==> config.mk <==
export PLATFORM = sky130hd
export DESIGN_NAME = utf8_validating_decoder_core
export DESIGN_NICKNAME = d
export VERILOG_FILES = /design/src/rtl/utf8d_pkg.sv /design/src/rtl/utf8d_step.sv /design/src/rtl/utf8d_res_fifo.sv /design/src/rtl/utf8_validating_decoder_core.sv
export SDC_FILE = /design/constraint.sdc
export NUM_CORES = 1
export LEC_CHECK = 0
export ABC_AREA = 1
export BUFFER_PORTS_ARGS = -buffer_cell sky130_fd_sc_hd__buf_2
export CAP_MARGIN = 20
export CORE_MARGIN = 2
export CORE_UTILIZATION = 35
export CTS_CLUSTER_SIZE = 14
export DETAILED_ROUTE_END_ITERATION = 8
export GPL_TIMING_DRIVEN = 0
export PLACE_DENSITY = 0.51
export RECOVER_POWER = 25
export SETUP_SLACK_MARGIN = 0.5
export SKIP_CTS_REPAIR_TIMING = 1
export SLEW_MARGIN = 10
export SYNTH_ARGS = -nofsm -noshare
export SYNTH_HDL_FRONTEND = slang
export SYNTH_HIERARCHICAL = 1
export SYNTH_SLANG_ARGS = --single-unit
==> constraint.sdc <==
create_clock -name clk -period 16.6 [get_ports clk]
set_input_delay 3.32 -clock clk [delete_from_list [all_inputs] [get_ports clk]]
set_output_delay 3.32 -clock clk [all_outputs]
set_load 0.02 [all_outputs]
==> src/rtl/utf8d_pkg.sv <==
`default_nettype none
// ----------------------------------------------------------------------------
// utf8d_pkg: shared types and constants of the UTF-8 validating decoder
// Result layout, status codes, code point limits and queue sizing.
// ----------------------------------------------------------------------------
package utf8d_pkg;

  // Field widths of one result item
  localparam int UNIT_W = 21;
  localparam int ST_W   = 3;
  localparam int OFF_W  = 32;

  // Status codes of a result item
  localparam logic [ST_W-1:0] ST_UNIT      = 3'd0;
  localparam logic [ST_W-1:0] ST_BAD_LEAD  = 3'd1;
  localparam logic [ST_W-1:0] ST_BAD_CONT  = 3'd2;
  localparam logic [ST_W-1:0] ST_OVERLONG  = 3'd3;
  localparam logic [ST_W-1:0] ST_SURROGATE = 3'd4;
  localparam logic [ST_W-1:0] ST_RANGE     = 3'd5;
  localparam logic [ST_W-1:0] ST_TRUNCATED = 3'd6;
  localparam logic [ST_W-1:0] ST_END_ONLY  = 3'd7;

  // Character lengths in bytes
  localparam logic [2:0] LEN_NONE = 3'd0;
  localparam logic [2:0] LEN_1    = 3'd1;
  localparam logic [2:0] LEN_2    = 3'd2;
  localparam logic [2:0] LEN_3    = 3'd3;
  localparam logic [2:0] LEN_4    = 3'd4;

  // Code point limits and UTF-16 constants
  localparam logic [UNIT_W-1:0] MIN_LEN2     = 21'h000080;
  localparam logic [UNIT_W-1:0] MIN_LEN3     = 21'h000800;
  localparam logic [UNIT_W-1:0] SUPP_BASE    = 21'h010000;
  localparam logic [UNIT_W-1:0] SURR_HI_BASE = 21'h00D800;
  localparam logic [UNIT_W-1:0] SURR_LO_BASE = 21'h00DC00;
  localparam logic [UNIT_W-1:0] SURR_LAST    = 21'h00DFFF;
  localparam logic [UNIT_W-1:0] BMP_MAX      = 21'h00FFFF;
  localparam logic [UNIT_W-1:0] CP_MAX       = 21'h10FFFF;

  // Result queue sizing; one item makes at most two results
  localparam int FIFO_DEPTH    = 8;
  localparam int PTR_W         = 3;
  localparam int CNT_W         = 4;
  localparam int ROOM_PER_ITEM = 2;

  // One result item
  typedef struct packed {
    logic [UNIT_W-1:0] unit;
    logic [ST_W-1:0]   status;
    logic [OFF_W-1:0]  offset;
    logic              last;
    logic              done;
  } res_t;

endpackage
`default_nettype wire

==> src/rtl/utf8d_step.sv <==
`default_nettype none
// ----------------------------------------------------------------------------
// utf8d_step: per-byte decode step and string state
// Holds the character and string state and turns one byte into zero, one or
// two result items combinationally.
// ----------------------------------------------------------------------------
module utf8d_step
  import utf8d_pkg::*;
#(
  parameter int OFFSET_BITS = 32
) (
  input  wire logic       clk,
  input  wire logic       rst_n,
  input  wire logic       item_vld,
  input  wire logic [7:0] item_byte,
  input  wire logic       item_eos,
  input  wire logic       mode,
  output logic [1:0]      res_n,
  output res_t            res0,
  output res_t            res1
);

  logic [2:0]             exp_r,  exp_nxt;
  logic [2:0]             seen_r, seen_nxt;
  logic [UNIT_W-1:0]      acc_r,  acc_nxt;
  logic [OFFSET_BITS-1:0] lead_r, lead_nxt;
  logic [OFFSET_BITS-1:0] pos_r,  pos_nxt;
  logic                   err_r,  err_nxt;

  function automatic logic [UNIT_W-1:0] min_for_len(input logic [2:0] len);
    logic [UNIT_W-1:0] m;
    unique case (len)
      LEN_2:   m = MIN_LEN2;
      LEN_3:   m = MIN_LEN3;
      LEN_4:   m = SUPP_BASE;
      default: m = '0;
    endcase
    return m;
  endfunction

  // Decode one byte against the current state
  always_comb begin
    logic [OFFSET_BITS-1:0] pos_inc;
    logic [UNIT_W-1:0]      acc_sh;
    logic [2:0]             seen_inc;
    logic                   fin;
    logic [UNIT_W-1:0]      fin_cp;
    logic [2:0]             fin_len;
    logic [ST_W-1:0]        fin_st;
    logic [UNIT_W-1:0]      supp;

    pos_inc  = pos_r + OFFSET_BITS'(1);
    acc_sh   = {acc_r[UNIT_W-7:0], item_byte[5:0]};
    seen_inc = seen_r + 3'd1;
    fin      = 1'b0;
    fin_cp   = '0;
    fin_len  = LEN_NONE;
    fin_st   = ST_UNIT;
    supp     = '0;

    exp_nxt  = exp_r;
    seen_nxt = seen_r;
    acc_nxt  = acc_r;
    lead_nxt = lead_r;
    pos_nxt  = pos_r;
    err_nxt  = err_r;
    res_n    = 2'd0;
    res0     = '0;
    res1     = '0;

    if (item_vld) begin
      // Advance character state
      if (err_r) begin
        if (item_eos) begin
          res0.status = ST_END_ONLY;
          res_n       = 2'd1;
        end
      end else if (exp_r == LEN_NONE) begin
        lead_nxt = pos_r;
        seen_nxt = 3'd1;
        if (item_byte[7] == 1'b0) begin
          fin     = 1'b1;
          fin_cp  = UNIT_W'(item_byte);
          fin_len = LEN_1;
        end else if (item_byte[7:5] == 3'b110) begin
          exp_nxt = LEN_2;
          acc_nxt = UNIT_W'(item_byte[4:0]);
        end else if (item_byte[7:4] == 4'b1110) begin
          exp_nxt = LEN_3;
          acc_nxt = UNIT_W'(item_byte[3:0]);
        end else if (item_byte[7:3] == 5'b11110) begin
          exp_nxt = LEN_4;
          acc_nxt = UNIT_W'(item_byte[2:0]);
        end else begin
          seen_nxt    = 3'd0;
          err_nxt     = 1'b1;
          res0.status = ST_BAD_LEAD;
          res0.offset = OFF_W'(pos_r);
          res_n       = 2'd1;
        end
      end else if (item_byte[7:6] != 2'b10) begin
        exp_nxt     = LEN_NONE;
        seen_nxt    = 3'd0;
        acc_nxt     = '0;
        err_nxt     = 1'b1;
        res0.status = ST_BAD_CONT;
        res0.offset = OFF_W'(pos_r);
        res_n       = 2'd1;
      end else begin
        acc_nxt  = acc_sh;
        seen_nxt = seen_inc;
        if (seen_inc >= exp_r) begin
          fin     = 1'b1;
          fin_cp  = acc_sh;
          fin_len = exp_r;
        end
      end

      // Check and emit a completed character
      if (fin) begin
        if (fin_cp < min_for_len(fin_len)) begin
          fin_st = ST_OVERLONG;
        end else if (fin_len == LEN_3 && fin_cp >= SURR_HI_BASE && fin_cp <= SURR_LAST) begin
          fin_st = ST_SURROGATE;
        end else if (fin_cp > CP_MAX) begin
          fin_st = ST_RANGE;
        end
        exp_nxt  = LEN_NONE;
        seen_nxt = 3'd0;
        acc_nxt  = '0;
        supp     = fin_cp - SUPP_BASE;
        if (fin_st != ST_UNIT) begin
          err_nxt     = 1'b1;
          res0.status = fin_st;
          res0.offset = OFF_W'(lead_r);
          res_n       = 2'd1;
        end else if (mode && fin_cp > BMP_MAX) begin
          res0.unit = SURR_HI_BASE + UNIT_W'(supp[19:10]);
          res1.unit = SURR_LO_BASE + UNIT_W'(supp[9:0]);
          res_n     = 2'd2;
        end else begin
          res0.unit = fin_cp;
          res_n     = 2'd1;
        end
      end

      // Report a string that ends inside a character
      if (item_eos && res_n == 2'd0) begin
        res0.status = ST_TRUNCATED;
        res0.offset = OFF_W'(pos_inc);
        res_n       = 2'd1;
      end

      // Mark the final result of this byte and of the string
      if (res_n == 2'd2) begin
        res1.last = 1'b1;
        res1.done = item_eos;
      end else begin
        res0.last = 1'b1;
        res0.done = item_eos;
      end

      // Restart at the end of the string, else advance the position
      if (item_eos) begin
        exp_nxt  = LEN_NONE;
        seen_nxt = 3'd0;
        acc_nxt  = '0;
        lead_nxt = '0;
        pos_nxt  = '0;
        err_nxt  = 1'b0;
      end else begin
        pos_nxt = pos_inc;
      end
    end
  end

  // State registers
  always_ff @(posedge clk) begin
    if (!rst_n) begin
      exp_r  <= LEN_NONE;
      seen_r <= 3'd0;
      acc_r  <= '0;
      lead_r <= '0;
      pos_r  <= '0;
      err_r  <= 1'b0;
    end else begin
      exp_r  <= exp_nxt;
      seen_r <= seen_nxt;
      acc_r  <= acc_nxt;
      lead_r <= lead_nxt;
      pos_r  <= pos_nxt;
      err_r  <= err_nxt;
    end
  end

`ifndef SYNTHESIS
  a_err_no_char: assert property (@(posedge clk) disable iff (!rst_n)
    err_r |-> (exp_r == LEN_NONE))
    else $error("character in flight after an error");

  a_seen_range: assert property (@(posedge clk) disable iff (!rst_n)
    (exp_r != LEN_NONE) |-> (seen_r != 3'd0 && seen_r < exp_r))
    else $error("byte count outside the character length");

  a_pair_mode: assert property (@(posedge clk) disable iff (!rst_n)
    (res_n == 2'd2) |-> (mode && res0.status == ST_UNIT && res1.status == ST_UNIT))
    else $error("surrogate pair outside UTF-16 mode");
`endif

endmodule
`default_nettype wire

==> src/rtl/utf8d_res_fifo.sv <==
`default_nettype none
// ----------------------------------------------------------------------------
// utf8d_res_fifo: result queue
// Takes up to two result items per cycle and hands out one per cycle while
// out_stall is low, on a valid/stall channel.
// ----------------------------------------------------------------------------
module utf8d_res_fifo
  import utf8d_pkg::*;
(
  input  wire logic        clk,
  input  wire logic        rst_n,
  input  wire logic [1:0]  wr_n,
  input  wire res_t        wr0,
  input  wire res_t        wr1,
  input  wire logic        out_stall,
  output logic             out_valid,
  output res_t             head,
  output logic [CNT_W-1:0] count
);

  res_t             mem [FIFO_DEPTH];
  logic [PTR_W-1:0] wr_ptr_r, wr_ptr_nxt;
  logic [PTR_W-1:0] rd_ptr_r, rd_ptr_nxt;
  logic [CNT_W-1:0] count_r,  count_nxt;
  logic             rd;

  assign out_valid = (count_r != '0);
  assign head      = mem[rd_ptr_r];
  assign count     = count_r;
  assign rd        = out_valid && !out_stall;

  // Advance pointers and occupancy
  always_comb begin
    wr_ptr_nxt = wr_ptr_r + PTR_W'(wr_n);
    rd_ptr_nxt = rd_ptr_r + PTR_W'(rd);
    count_nxt  = count_r + CNT_W'(wr_n) - CNT_W'(rd);
  end

  always_ff @(posedge clk) begin
    if (!rst_n) begin
      wr_ptr_r <= '0;
      rd_ptr_r <= '0;
      count_r  <= '0;
    end else begin
      wr_ptr_r <= wr_ptr_nxt;
      rd_ptr_r <= rd_ptr_nxt;
      count_r  <= count_nxt;
    end
  end

  // Store incoming result items
  always_ff @(posedge clk) begin
    if (wr_n != 2'd0) begin
      mem[wr_ptr_r] <= wr0;
    end
    if (wr_n == 2'd2) begin
      mem[wr_ptr_r + PTR_W'(1)] <= wr1;
    end
  end

`ifndef SYNTHESIS
  a_no_overflow: assert property (@(posedge clk) disable iff (!rst_n)
    (count_r + CNT_W'(wr_n)) <= CNT_W'(FIFO_DEPTH))
    else $error("result queue overflow");

  a_ptr_track: assert property (@(posedge clk) disable iff (!rst_n)
    (wr_ptr_r - rd_ptr_r) == count_r[PTR_W-1:0])
    else $error("queue pointers disagree with occupancy");

  a_reset_empty: assert property (@(posedge clk) disable iff (!rst_n)
    $past(!rst_n) |-> (count_r == '0))
    else $error("queue not empty after reset");
`endif

endmodule
`default_nettype wire

==> src/rtl/utf8_validating_decoder_core.sv <==
`default_nettype none
// ----------------------------------------------------------------------------
// utf8_validating_decoder_core: streaming UTF-8 validator and decoder
// Bytes of a string enter one per item; results leave as code points or
// UTF-16 code units, with at most one error report per string.
// ----------------------------------------------------------------------------
// Usage:
//   Input channel in_*: one byte per item, in_end_of_string on the last
//   byte of a string. An item is taken when in_valid is high and in_stall
//   is low. Output channel out_*: zero, one or two result items per byte,
//   taken when out_valid is high and out_stall is low.
//   A byte taken on in_* is registered, decoded and its results written
//   to the queue that drives out_*. Throughput: one byte per cycle while
//   in_stall is low; the two units of a surrogate pair leave one at a time
//   through the single result port.
//   Results wait in an 8-entry queue; in_stall rises when the queue cannot
//   hold the results of the byte in flight plus two more, so a stalled
//   receiver backs up the input after a few items and nothing is lost.
//   cfg_wr_en/cfg_wr_data set the output mode (0 UTF-32, 1 UTF-16); write
//   it only while the block is idle.
//   Reset (rst_n low, synchronous) empties the queue, clears the string
//   state and selects UTF-32; no item is taken during reset.
// ----------------------------------------------------------------------------
module utf8_validating_decoder_core
  import utf8d_pkg::*;
#(
  parameter int OFFSET_BITS = 32
) (
  input  wire logic              clk,
  input  wire logic              rst_n,
  input  wire logic              cfg_wr_en,
  input  wire logic              cfg_wr_data,
  input  wire logic              in_valid,
  output logic                   in_stall,
  input  wire logic [7:0]        in_data_byte,
  input  wire logic              in_end_of_string,
  output logic                   out_valid,
  input  wire logic              out_stall,
  output logic [UNIT_W-1:0]      out_unit,
  output logic [ST_W-1:0]        out_status,
  output logic [OFF_W-1:0]       out_error_offset,
  output logic                   out_last_of_run,
  output logic                   out_string_done
);

  logic             mode_r, mode_nxt;
  logic             in_vld_r, in_vld_nxt;
  logic [7:0]       in_byte_r;
  logic             in_eos_r;
  logic [CNT_W-1:0] q_count;
  logic [CNT_W-1:0] q_free;
  logic [1:0]       res_n;
  res_t             res0;
  res_t             res1;
  res_t             head;

  // Hold input while the queue lacks room for the byte in flight and this one
  assign q_free   = CNT_W'(FIFO_DEPTH) - q_count;
  assign in_stall = !rst_n ||
                    (in_vld_r ? (q_free < CNT_W'(2 * ROOM_PER_ITEM))
                              : (q_free < CNT_W'(ROOM_PER_ITEM)));

  always_comb begin
    in_vld_nxt = in_valid && !in_stall;
    mode_nxt   = cfg_wr_en ? cfg_wr_data : mode_r;
  end

  // Control registers
  always_ff @(posedge clk) begin
    if (!rst_n) begin
      mode_r   <= 1'b0;
      in_vld_r <= 1'b0;
    end else begin
      mode_r   <= mode_nxt;
      in_vld_r <= in_vld_nxt;
    end
  end

  // Capture the accepted item
  always_ff @(posedge clk) begin
    if (in_vld_nxt) begin
      in_byte_r <= in_data_byte;
      in_eos_r  <= in_end_of_string;
    end
  end

  utf8d_step #(
    .OFFSET_BITS (OFFSET_BITS)
  ) u_step (
    .clk       (clk),
    .rst_n     (rst_n),
    .item_vld  (in_vld_r),
    .item_byte (in_byte_r),
    .item_eos  (in_eos_r),
    .mode      (mode_r),
    .res_n     (res_n),
    .res0      (res0),
    .res1      (res1)
  );

  utf8d_res_fifo u_fifo (
    .clk       (clk),
    .rst_n     (rst_n),
    .wr_n      (res_n),
    .wr0       (res0),
    .wr1       (res1),
    .out_stall (out_stall),
    .out_valid (out_valid),
    .head      (head),
    .count     (q_count)
  );

  assign out_unit         = head.unit;
  assign out_status       = head.status;
  assign out_error_offset = head.offset;
  assign out_last_of_run  = head.last;
  assign out_string_done  = head.done;

endmodule
`default_nettype wire
# --- Word-level counts from Yosys, hierarchy flattened ---
# Memories as Yosys holds them, arrays and structs flattened. A register that Yosys moved wholly into a read port is not among the register bits.
# Cells that the tools add are included.
classes:
  addsub: 11
  n_lt_le_gt_ge: 8
  n_eq_ne: 13
  mux: 110
  reduce_logical: 21
ops:
  columns: ["cell", "count"]
  rows:
  - ["$mux 21", 13]
  - ["$mux 35", 6]
  - ["$mux 32", 5]
  - ["$mux 15", 9]
  - ["$mux 3", 30]
  - ["$mux 58", 1]
  - ["$mux 56", 1]
  - ["$pmux 17 s3", 1]
  - ["$add 16x10->17 const A", 2]
  - ["$mux 34", 1]
  - ["$mux 33", 1]
  - ["$add 32x1->32 const B", 1]
  - ["$mux 2", 15]
  - ["$mux 1", 26]
  - ["$ge 21x16->1 const B", 1]
  - ["$gt 21x16->1 const B", 1]
  - ["$gt 21x21->1 const B", 1]
  - ["$le 21x16->1 const B", 1]
  - ["$lt 21x21->1", 1]
  - ["$sub 20x17->20 const B", 1]
  - ["$reduce_bool 4->1", 2]
  - ["$mux 7", 1]
  - ["$add 3x1->3 const B", 2]
  - ["$eq 3x2->1 const B", 2]
  - ["other kinds (27)", 38]
word_totals:
  regBits: 107
  ram_bits: 464
  inputBits: 15
  out_inout_bits: 60
  word_cells: 177
  mem_count: 1
mem_list:
  columns: ["memory", "words", "width", "read_ports", "rd_ports_with_merged_regs", "wr", "line_no", "rtl"]
  rows:
  - ["u_fifo.mem", 8, 58, 1, 1, 2, "utf8d_res_fifo.sv:21", "res_t mem [FIFO_DEPTH];"]

# --- Longest topological paths before layout ---
logic_depth:
  word_depth: 27
  depth_mapped: 31
  ltp_nobuf: 30

# --- By module ---
# Netlist, hierarchy kept.
by_module_without_submodules:
  columns: ["mod", "instances", "cells_each", "area_per_inst_um2", "seq_area_each_um2"]
  rows:
  - ["utf8d_res_fifo", 1, 3816, 28767.6, 14133.6]
  - ["utf8d_step", 1, 1183, 6897.9, 1721.7]
  - ["utf8_validating_decoder_core", 1, 33, 414.1, 310.3]

# --- Least setup slack after synthesis ---
# Ideal clock, no wire load.
synth_timing:
  kind: "input port to output port"
  start: "input rst_n"
  end: "output in_stall"
  t_arrival_ps: 3435
  required_time_ps: 13280
  path_slack_ps: 9845
  stages: 1
  path_buffers: 0
  cell_sequence: "nand2_2"
synth_via:
  elab_chain_cells: 2
synth_lines:
  columns: ["item", "line_no", "rtl"]
  rows:
  - ["from (decl)", "utf8_validating_decoder_core.sv:30", "input wire logic rst_n,"]
  - ["$logic_not 1->1", null, null]
  - ["$logic_or 1x1->1", "utf8_validating_decoder_core.sv:59", "assign in_stall = !rst_n ||"]
  - ["to (decl)", "utf8_validating_decoder_core.sv:34", "output logic in_stall,"]
# No other way between the ends.

# --- Worst setup path in the final report ---
# Same ends and word-level chain as after synthesis.

==> impl_summary.md <==
Floorplanning
The die outline area is 105700 um^2. The core footprint is 102000 um^2. The initial utilization of the core area, before any placement, comes to 0.3536. After floorplanning, the core was divided into 117 placement rows.

The horizontal die dimension is 325.1 um. The die is 325.1 um tall. The boundary pin count is 75.

Critical path
In this run the critical register-to-register path is launched from u_step/seen_r[0]$_SDFFE_PN0P_. The critical path required time is 13280 ps. The worst register-to-register path has a setup slack of 8780 ps. The launch point of the critical path is rst_n.

The endpoint type of the worst setup path is a primary output. Traced cell by cell, the critical path runs through clkbuf_1 > nand2_1 > buf_2. The capturing point of the worst reg2reg path is u_fifo/mem[1][19]$_DFFE_PP_. On the critical path, the stage with the largest delay is an instance of sky130_fd_sc_hd__clkbuf_1. The path type of the worst setup path is in -> out. In this run the worst path has a maximum fanout of 15.

Data on the critical path arrives at its endpoint at 4640 ps. The critical path's largest stage delay is 840 ps. The number of cells on the worst reg-to-reg path is 31. The critical path startpoint category is an input port.

Finish
The share of post-route cells with drive strength above 1 is 0.08737. After the last flow step, the layout net total stands at 5271. The layout has 10700 filler cells. The filler-free cell count of the finished design is 6660. Once layout is complete, the utilization of the core stands at 0.4001. Compared with the post-synthesis result, the final layout area differs by 13.15%. After routing the design area is 40820 um^2.

Logic synthesis
Yosys mapped a number of flops with a built-in enable equal to 473. The top-area cell type share of the netlist area is 0.3937. After synthesis, the cell types taking the most area are sky130_fd_sc_hd__edfxtp_1 (39%), sky130_fd_sc_hd__nand2_1 (21%), sky130_fd_sc_hd__nand4_1 (8.5%). The share of synthesized area occupied by flip-flops and latches is 0.4481.

By count the netlist is led by sky130_fd_sc_hd__nand2_1 (2015), sky130_fd_sc_hd__inv_1 (655), sky130_fd_sc_hd__nand4_1 (488). The most frequently used cell type in the post-synthesis netlist is sky130_fd_sc_hd__nand2_1. Counting flops with an async set or reset pin after synthesis yields a share of 0. Summed over all instances, the cell type with the most area after synthesis is sky130_fd_sc_hd__edfxtp_1. For this run, the leading register cell type out of synthesis is sky130_fd_sc_hd__edfxtp_1. During synthesis, Yosys emitted a total of 6 warnings.

The gate count of the mapped netlist is 5032. The average instance in the mapped netlist occupies 7.170 um^2. Synthesis inferred 571 register bits. Synthesis instantiated 43 different standard cells from the library.

The mapped netlist covers 36080 um^2.

Clock tree
The number of buffers on the longest clock path is 3. TritonCTS built the clock tree. The tree is rooted in a sky130_fd_sc_hd__clkbuf_16. The H-tree generated during clock tree synthesis spans 3 levels. Clock-pin slew was measured on the worst setup and hold paths at 50 ps. The clock latency reported for the late side of the worst-skew pair is 620 ps. Clock tree synthesis found a total of 571 sinks. The clock buffer count from CTS is 70.

Timing
The worst-margin pin slew is 1171 ps. The number of hold violations in the final report is 0. Dividing the final minimum period by the clock period gives 0.4796. The final clock skew is 30.21 ps.

The final max-slew violation count is 0. The count of endpoints failing setup in the final report is 0. Adding up every negative setup slack in the final design gives 0 ps. The highest clock rate is 0.1256 GHz.

The worst pin sits at a relative slew slack of 0.2191. Setup repair after global routing left no endpoint under its margin. The worst path in the final design needs a cycle of 7961 ps, including I/O delays and setup.

Pwr
The relative contribution of the clock network to total power is 0.307. Of the total power, combinational logic draws 0.351. The power density over the cells is 119.6 nW/um^2.

IR analysis of the VDD net gives a maximum drop of 0.07037 mV. Summed over all nets, the switching power comes to 1.963 mW. The switching portion of total power is 0.4020. The part of the power in registers is 0.342. The cell leakage power is 19.66 nW. The internal power component is 2.920 mW.

Min path
The type of the tightest min-delay check is reg -> reg. Counting instances, the worst hold path has a depth of 2. The critical hold path startpoint is u_step/lead_r[14]$_SDFFE_PN0P_. The end of the worst hold path is u_step/lead_r[14]$_SDFFE_PN0P_.

Route
The antenna violation net count after detailed routing is 0. The detailed-route wire length per cell is 20.42 um. After detailed routing, the number of vias per cell comes to 5.085. The number of remaining DRC errors is 0. For this run, the detailed router's first-pass iteration total came to 5. The first routing iteration left 3295 violations. The via total after detailed routing is 33860. For this block, the routed nets add up to 136.0 mm of wire.

Global route
The number of antenna violations at the first check in global routing was 7. The first global-routing pass estimated 202.3 mm of wire. Entering global routing, the biggest net connects 25 pins. Summed over all layers, the global routing overflow is 0.

In the global route stage, overall resource usage came out at 0.2517. The number of global-route vias before repair is 31550.

Placed design
Including well taps, the total number of placed cells is 6532. The weighted congestion reported at the end of routability-driven placement is 0.9122. Port buffering added 74 buffers. Summed over all nets, the half-perimeter wirelength after detailed placement is 98.68 mm. The placed cell area is 38800 um^2.

Run status
The run finished with clean final reports.

Flow run
The number of max-cap violations is 0.
-- cell usage in the layout, fill, tap and decap left out, types with 5 or more instances in the layout --
cell type                   Yosys  layout
sky130_fd_sc_hd__clkbuf_16      0      73
sky130_fd_sc_hd__nand2_1     2015    2020
sky130_fd_sc_hd__o21ai_0       57      57
sky130_fd_sc_hd__dfxtp_1       98      98
sky130_fd_sc_hd__clkinv_2       0       9
sky130_fd_sc_hd__ha_1          18      18
sky130_fd_sc_hd__edfxtp_1     473     473
sky130_fd_sc_hd__inv_2         11       8
sky130_fd_sc_hd__buf_4         81      79
sky130_fd_sc_hd__buf_6         16      10
sky130_fd_sc_hd__xnor2_1        7       7
sky130_fd_sc_hd__a211oi_1       6       6
sky130_fd_sc_hd__clkinv_1       1      13
sky130_fd_sc_hd__nand4_1      488     488
sky130_fd_sc_hd__conb_1         1      41
sky130_fd_sc_hd__clkbuf_8       0       5
sky130_fd_sc_hd__nor3_1        43      43
sky130_fd_sc_hd__xor2_1        26      26
sky130_fd_sc_hd__buf_2        162     224
sky130_fd_sc_hd__nor2_1       109     110
sky130_fd_sc_hd__inv_1        655     657
sky130_fd_sc_hd__nor2_2         9       8
sky130_fd_sc_hd__clkbuf_1     192     233
sky130_fd_sc_hd__buf_1         65      65
sky130_fd_sc_hd__buf_16         0       5
sky130_fd_sc_hd__nand3_1      351     357
sky130_fd_sc_hd__o21ai_4        0       8
sky130_fd_sc_hd__a21oi_1       97      97
sky130_fd_sc_hd__buf_12         0      13
-- final cells by class --
class,count,area [um^2],area share
diodes,4,10.01,0.0002452
plain buffers,517,2514,0.06157
clock buffers,100,1982,0.04855
clock inverters,24,183.9,0.004505
inverters,667,2504,0.06133
multi-input cells,3317,14990,0.3671
flip-flops and latches,571,16170,0.3960
well taps,1368,1712,0.04193
repair buffers,92,765.7,0.01876
-- how the worst max path moves through the flow --
stage | end | slack (ps) | cells past startpoint
2_1_floorplan | in_stall | 9850 | 1
3_3_place_gp | u_fifo/mem[2][17]$_DFFE_PP_ | 7130 | 27
3_5_place_dp | in_stall | 9220 | 3
4_1_cts | in_stall | 9220 | 3
5_1_grt | u_fifo/mem[1][19]$_DFFE_PP_ | 8410 | 31
6_report | in_stall | 8640 | 3
-- power by group through the flow --
stage / sequential, mW / combinational (mW) / clock (mW)
after CTS: 1.67 / 1.70 / 1.53
after floorplan: 1.70 / 1.06 / 0
final: 1.67 / 1.71 / 1.50
after global placement: 1.71 / 1.67 / 0
after global routing: 1.68 / 1.87 / 1.59
after detailed placement: 1.70 / 1.69 / 0
-- critical path: cells and delay by family --
| family | cells | cell delay (ps) |
|---|---|---|
| buffers and inverters | 2 | 1070 |
| AND/OR/NAND/NOR | 1 | 250 |
-- through the flow --
step,hold WS [ps],worst slack [ps],power (mW)
finish,461.3,8639,4.884
global route,475.2,8413,5.132
CTS,461.6,9221,4.897
detailed placement,452.5,9222,3.394
global placement,447.4,7135,3.382
floorplan,437.1,9845,2.755
-- metal layers --
metal	vias up	part of all wire	GRT usage
li1	16530	-	-
met1	15800	0.43	0.3412
met2	1325	0.46	0.4050
met3	215	0.082	0.04293
met4	0	0.032	0.08635
met5	-	0	0
-- state kept, by name (all words and copies together) (netlist names) --
name             flops
u_fifo/count         4
u_step/seen_r        3
u_fifo/rd_ptr_r      3
mode_r               1
in_byte_r            8
u_fifo/mem         464
u_step/acc_r        15
u_step/exp_r         3
u_step/err_r         1
u_fifo/wr_ptr_r      3
u_step/lead_r       32
u_step/pos_r        32
in_eos_r             1
in_vld_r             1
-- kinds of logic after synthesis --
logic type	share of synthesized area
other cells	0.0001039
flops	0.4481
xor+xnor	0.008011
simple gates	0.3701
fa+ha+maj	0.007352
compound gates	0.02552
buf+inv	0.1409
(Power assumes the default switching activity.)
